==> config.mk <==
export PLATFORM = sky130hd
export DESIGN_NAME = ppr_div
export DESIGN_NICKNAME = d
export VERILOG_FILES = /design/src/design/ppr_pkg.sv /design/src/design/ppr_div.sv
export SDC_FILE = /design/constraint.sdc
export NUM_CORES = 1
export LEC_CHECK = 0
export ABC_AREA = 1
export BUFFER_PORTS_ARGS = -buffer_cell sky130_fd_sc_hd__buf_2
export CAP_MARGIN = 25
export CORE_MARGIN = 8
export CORE_UTILIZATION = 53
export DETAILED_ROUTE_END_ITERATION = 10
export PLACE_DENSITY = 0.78
export REMOVE_ABC_BUFFERS = 1
export SYNTH_ARGS = -nofsm -noshare
export SYNTH_HDL_FRONTEND = slang
export SYNTH_SLANG_ARGS = --single-unit
==> constraint.sdc <==
create_clock -name clk -period 2.1 [get_ports clk]
set_input_delay 0.21 -clock clk [delete_from_list [all_inputs] [get_ports clk]]
set_output_delay 0.21 -clock clk [all_outputs]
set_load 0.01 [all_outputs]
==> src/design/ppr_pkg.sv <==
// Package for the polar parameter ramp smoother: request codes, sequencer states, field widths
// and the saturation helper, imported by the block, its divider and its checker.
// No dependencies.
package ppr_pkg;

  localparam int SOURCES_DEFAULT = 16;
  localparam int MAX_RESULTS     = 32;

  localparam int VALUE_W    = 24;
  localparam int INDEX_W    = 5;
  localparam int REQ_W      = 3;
  localparam int RAD_W      = 40;
  localparam int AZI_W      = 32;
  localparam int ANGLE_W    = 16;
  localparam int FRAC_EXTRA = 16;
  localparam int DIVIDEND_W = 41;
  localparam int DIVISOR_W  = 16;
  localparam int QUOT_W     = 42;
  localparam int TDATA_W    = 32;

  localparam logic [DIVISOR_W-1:0] RAMP_LENGTH_RESET = 16'd4410;
  localparam logic signed [VALUE_W-1:0] RADIUS_ONE   = 24'sd65536;

  typedef enum logic [REQ_W-1:0] {
    REQ_TICK         = 3'd0,
    REQ_RAMP_RADIUS  = 3'd1,
    REQ_RAMP_AZIMUTH = 3'd2,
    REQ_SET_RADIUS   = 3'd3,
    REQ_SET_AZIMUTH  = 3'd4
  } req_t;

  typedef enum logic [1:0] {
    ST_IDLE,
    ST_TICK,
    ST_DIV_START,
    ST_DIV_WAIT
  } state_t;

  // Saturates a wide signed value to the 40-bit radius range.
  function automatic logic signed [RAD_W-1:0] sat_rad(input logic signed [QUOT_W-1:0] v);
    logic signed [RAD_W-1:0] r;
    if (v[QUOT_W-1:RAD_W-1] == '0 || v[QUOT_W-1:RAD_W-1] == '1) begin
      r = v[RAD_W-1:0];
    end else if (v[QUOT_W-1]) begin
      r = {1'b1, {(RAD_W-1){1'b0}}};
    end else begin
      r = {1'b0, {(RAD_W-1){1'b1}}};
    end
    return r;
  endfunction

endpackage

==> src/design/ppr_div.sv <==
// Serial restoring divider for the ramp step: signed dividend by unsigned divisor,
// one quotient bit per cycle, quotient truncated toward zero.
// Depends on ppr_pkg.
module ppr_div (
  input  logic                                 clk,
  input  logic                                 rst,
  input  logic                                 start,
  input  logic signed [ppr_pkg::DIVIDEND_W-1:0] dividend,
  input  logic        [ppr_pkg::DIVISOR_W-1:0]  divisor,
  output logic                                 done,
  output logic signed [ppr_pkg::QUOT_W-1:0]     quotient
);
  import ppr_pkg::*;

  localparam int CW = $clog2(DIVIDEND_W + 1);

  logic                  busy;
  logic [CW-1:0]         count;
  logic [DIVIDEND_W-1:0] quo;
  logic [DIVISOR_W-1:0]  rem;
  logic [DIVISOR_W-1:0]  dvs;
  logic                  neg;
  logic [DIVISOR_W:0]    trial;
  logic [DIVISOR_W:0]    diff;
  logic                  fits;
  logic [DIVISOR_W-1:0]  rem_next;
  logic [QUOT_W-1:0]     mag;

  assign trial    = {rem, quo[DIVIDEND_W-1]};
  assign fits     = trial >= {1'b0, dvs};
  assign diff     = trial - {1'b0, dvs};
  assign rem_next = fits ? diff[DIVISOR_W-1:0] : trial[DIVISOR_W-1:0];
  assign mag      = {1'b0, quo};
  assign quotient = neg ? -$signed(mag) : $signed(mag);

  always_ff @(posedge clk) begin
    if (rst) begin
      busy  <= 1'b0;
      done  <= 1'b0;
      count <= '0;
    end else begin
      done <= 1'b0;
      if (start) begin
        busy  <= 1'b1;
        count <= CW'(DIVIDEND_W);
      end else if (busy) begin
        count <= count - 1'b1;
        if (count == CW'(1)) begin
          busy <= 1'b0;
          done <= 1'b1;
        end
      end
    end
  end

  always_ff @(posedge clk) begin
    if (start) begin
      rem <= '0;
      dvs <= divisor;
      neg <= dividend[DIVIDEND_W-1];
      quo <= dividend[DIVIDEND_W-1] ? DIVIDEND_W'(-dividend) : DIVIDEND_W'(dividend);
    end else if (busy) begin
      rem <= rem_next;
      quo <= {quo[DIVIDEND_W-2:0], fits};
    end
  end

endmodule

Yosys cells after proc, flatten, opt, wreduce, memory -nomap -nowiden
Cells that the tools add are included.
- $add $sub $neg: 4
- order comparisons: 1
- equality and inequality tests: 1
- muxes and demuxes: 11
- bitwise logic cells: 1
- reductions and logical operators: 3
- operators by type and width (cell ; count):
    $mux 41 ; 3
    $mux 42 ; 1
    $neg 41->42 ; 1
    $neg 41->41 ; 1
    $ge 17x16->1 ; 1
    $mux 16 ; 1
    $sub 16x16->16 ; 1
    $mux 6 ; 2
    $eq 6x1->1 const B ; 1
    $sub 6x1->6 const B ; 1
    $mux 1 ; 4
    $reduce_or 3->1 ; 1
    $reduce_bool 2->1 ; 1
    $reduce_or 2->1 ; 1
    $not 1->1 ; 1
- flip-flop bits (word level): 82
- bits of input ports: 60
- word-level logic and storage cells: 29

Depth between registers and ports, before layout
- depth in word-level cells: 4
- gate-level depth with buffers: 16
- mapped depth without buffers: 14

Worst setup path after synthesis
OpenSTA, ideal clock, no wires.
- path type: reg-to-reg
- start: register busy
- end: register quo[0] (enable)
- library setup time: 0.443 ns
- data arrival time: 1.587 ns
- path slack: 0.070 ns
- cell stages (with the launch flop): 5
- path buffers: 2
- clock period less this slack: 2.030 ns
- path through: dfxtp_1 > buf_2 > nor2_1 > clkbuf_1 > inv_1
- longest elaborated chain between the ends: 1
- ends and longest elaborated chain (item ; line ; RTL):
    start, declared ; ppr_div.sv:17 ; logic busy;
    start signal, assigned ; ppr_div.sv:38 ; busy <= 1'b0;
    start signal, assigned ; ppr_div.sv:44 ; busy <= 1'b1;
    start signal, assigned ; ppr_div.sv:49 ; busy <= 1'b0;
    $reduce_bool 2->1 (no line) ; -- ;
    end signal, assigned ; ppr_div.sv:61 ; quo <= dividend[DIVIDEND_W-1] ? DIVIDEND_W'(-dividend) : DIVIDEND_W'(dividend);
    end signal, assigned ; ppr_div.sv:64 ; quo <= {quo[DIVIDEND_W-2:0], fits};
    end, declared ; ppr_div.sv:19 ; logic [DIVIDEND_W-1:0] quo;
No other way between the ends.
A chain may end at the register's enable or synchronous reset.

Final worst setup path
- start: register quo[3]
- end: output quotient[27] (netlist bit)
- longest elaborated chain between the ends: 2
- ends and longest elaborated chain (item ; line ; RTL):
    $neg 41->42 ; ppr_div.sv:34 ; assign quotient = neg ? -$signed(mag) : $signed(mag);
    $mux 42 ; ppr_div.sv:34 ;
    end, declared ; ppr_div.sv:11 ; output logic signed [ppr_pkg::QUOT_W-1:0] quotient
No other way between the ends.

==> summary.md <==
| Metric | Value |
|---|---|
| Outcome | finished with violations |
| Violated checks | setup timing |
| DRC Markers | 0 |
| Die ar. | 16900 sq um |
| Gp weighted congestion | between 0.9 and 1 |
| Slew Viols, Final | 0 |
| Post-synth cell types | 42 |
| Post-synthesis compound-gate area fraction | under 10% |
| CTS tree | done |
| Worst-path clk slew | around 0.07 ns |
| Final Critical Period | roughly 2.5 ns |
| Port-buffer cells | 102 |
| Post-DRT Antenna Nets | 0 |
| Layout cells sized above 1 | 24.1% |
| Post-synthesis adder-cell area fraction | between 3 and 4% |
| Crit path setup slack, layout | -0.369 ns |
| Clk sinks | 82 |
| Max Fclk | 405 MHz |
| Inserted Clock Buffers | 9 |
| Wirelength per Cell | 15.3 um |
| CTS Root Cell | clkbuf_16 |
| Final std cells w/o fill | 1377 |
| Post-Synth Simple-Gate Area | 38.2% |
| Leakage | 4.21 nW |
| RSZ-0062 raised after global routing | true |
| Seq/Total Area, Yosys | ~32% |
| Starting DRT DRC Count | approximately 650 |
| Core area | between 10000 and 15000 sq um |
| Maximum VDD drop | slightly above 0.0004 V |
| Max Clock Skew | a little over 0.008 ns |
| Area Overhead vs Synth | 26.4% |
| Vias | 7359 |
| Clk Latency, worst-skew pair | between 0.3 and 0.4 ns |
| Worst slew margin | approximately 64% |
| Longest Clk Path Bufs | 2 |
| Design area | just under 9000 sq um |
| Mapped Cells | ~1.0k |
| Post-synthesis instance area | around 6900 sq um |
| Tightest Pin Transition | roughly 0.53 ns |
| Largest family of logic cells by synthesized area | simple AND/OR/NAND/NOR gates |
| Largest net degree at the start of global routing | between 40 and 50 |
| Final nets | approximately 1.3k |
| Via density | roughly 5.3 |
| Fillers | 1076 |
| Critical Path AT | 2.26 ns |
| Tcrit/Tclk final | 118% |
| Final core utilization | ~69% |
| Die X-Extent | about 130 um |
| Crit start category | flip-flop |
| Gr usage total | between 20% and 30% |
| CTS HTree Levels | 3 |
| DRT Wirelength | 21100 um |
| Hold Crit Class | input pin to flip-flop |
| Final setup violation count | 35 |
| Power per cell area | ~600 nW/um^2 |
| First-pass GRT wire length | ~33000 um |
| Initial antenna violation count | 0 |
| Cts hold-fix bufs | 0 |
| Diodes inserted | 0 |
| Final Hold Fails | 0 |
| Post-DP HPWL | 15300 um |
| Register bit count reported by yosys | 82 |
| Max-Cap Viols | 0 |
| CP Capture Type | primary output |
| Vias in the first global route | 7134 |
| Post-Synth XOR/XNOR Area | ~7.6% |
| FP Rows | slightly above 40 |
| Critical-path maximum fanout | 4 |
| Initial Util | 54.4% |
| Die height | about 130 um |
| Router iterations before antenna repair | 9 |
| Grt ovf | 0 |
| Mux cell area share after synthesis | 0% |
| Req. time, crit path | approximately 1.9 ns |
| I/O Pins | 103 |
| Synth warn | 0 |
| Placed cell area | 7720 sq um |
| Average size of a mapped cell | ~6.6 sq um |
| Crit Path Category | flip-flop to primary output |
| Placed Instances | 1321 |
## worst max-delay path: stages (launching register included)
cell      delay [ns]
edfxtp_1        0.48
nor2_2          0.23
nand2_2         0.10
nor2_4          0.14
nand4_1         0.20
nor3_1          0.24
nor2_1          0.08
xor2_1          0.25
buf_2           0.18
## cell usage after synthesis, drive strengths merged
cell,instances,share of area (%)
inv,152,8.3
nor4,6,0.54
nand3b,2,0.22
clkinv,2,0.11
o21bai,1,0.11
a211oi,1,0.11
a21oi,19,1.4
dfxtp,24,7.0
nand2,325,18
a41oi,1,0.13
buf,16,1.5
fa,1,0.29
a31oi,6,0.54
xnor2,14,1.8
nor2,130,7.6
o21ai,61,4.6
o211ai,1,0.11
o31ai,3,0.33
xor2,46,5.8
ha,20,3.6
nor3,14,1.1
o22ai,2,0.18
or2,5,0.45
clkbuf,10,0.54
nand3,98,7.9
edfxtp,58,25
nand4,23,2.1
and3,1,0.091
## power by group
| part | leakage [nW] | internal [mW] | switching, mW |
|---|---|---|---|
| Sequential | 0.780 | 1.90 | 0.125 |
| Combinational | 3.29 | 0.617 | 0.950 |
| Clock | 0.148 | 0.995 | 0.650 |
| Total | 4.21 | 3.51 | 1.72 |
## flip-flops by register name, summed over array words and instances, names as in the netlist
register	cells
busy	1
rem	16
neg	1
done	1
dvs	16
count	6
quo	41
## path summary, 6_finish.rpt
check	startpoint	end	slack, ns	depth (start not counted)
worst max-delay path	quo[3]	quotient[27]	-0.37	8
worst min-delay path	divisor[3]	dvs[3]	0.04	1
worst max register to register	quo[40]	rem[14]	0.15	11
worst min register to register	rem[15]	rem[15]	0.48	2
## through the flow
step	power, mW	hold slack, ns	worst slack [ns]	setup TNS, ns
global route	5.46	0.0395	-0.472	-10.21
floorplan	2.79	0.279	-0.0153	-0.628
finish	5.24	0.0395	-0.369	-8.62
CTS	5.10	0.0357	-0.253	-5.12
global placement	3.34	0.387	0.0414	0
detailed placement	3.35	0.388	0.00517	0
## layout by cell type (no fill, tap or decap), types with 19 or more instances in the layout
| cell type | synthesis | final |
|---|---|---|
| nand4_1 | 23 | 23 |
| nor2_2 | 6 | 19 |
| o21ai_0 | 55 | 46 |
| nand3_1 | 87 | 82 |
| inv_1 | 149 | 144 |
| nand2_1 | 313 | 300 |
| buf_4 | 2 | 62 |
| edfxtp_1 | 58 | 58 |
| nor2_1 | 121 | 104 |
| buf_2 | 6 | 100 |
| nand2_2 | 12 | 22 |
| dfxtp_1 | 24 | 24 |
| xor2_1 | 46 | 40 |
## cell families after synthesis
group                    after synthesis
AO/OA/AOI/OAI                         95
AND/OR/NAND/NOR                      604
XOR/XNOR                              60
flip-flops                            82
buffers and inverters                180
adder cells (fa/ha/maj)               21
## routing by layer
metal / vias up / part of all wire, % / wire length, um / track usage, %
met1: 3360 / 41 / 8580 / 28.2
li1: 3642 / - / - / -
met4: 0 / 4.1 / 863 / 13.8
met3: 63 / 5.7 / 1200 / 3.35
met2: 294 / 49 / 10400 / 43.7
met5: - / 0 / 0 / 0
## timing repair
| item | in CTS | in global routing |
|---|---|---|
| setup endpoints to repair | 33 | 53 |
| buffers inserted | 27 | 16 |
| endpoints found under the hold margin | 0 | 0 |
| pin swaps | 25 | 24 |
| resized for setup | 47 | 55 |
## layout make-up
type	instances	area (sq um)	area share, %
Clock buffer	12	258	2.96
Clock inverter	4	51.3	0.589
Inverter	154	584	6.71
Multi-Input combinational cell	780	4280	49.2
Sequential cell	82	2220	25.5
Tap cell	172	215	2.47
Timing Repair Buffer	173	1100	12.6
Note: power is estimated with default switching activity, not from simulation.
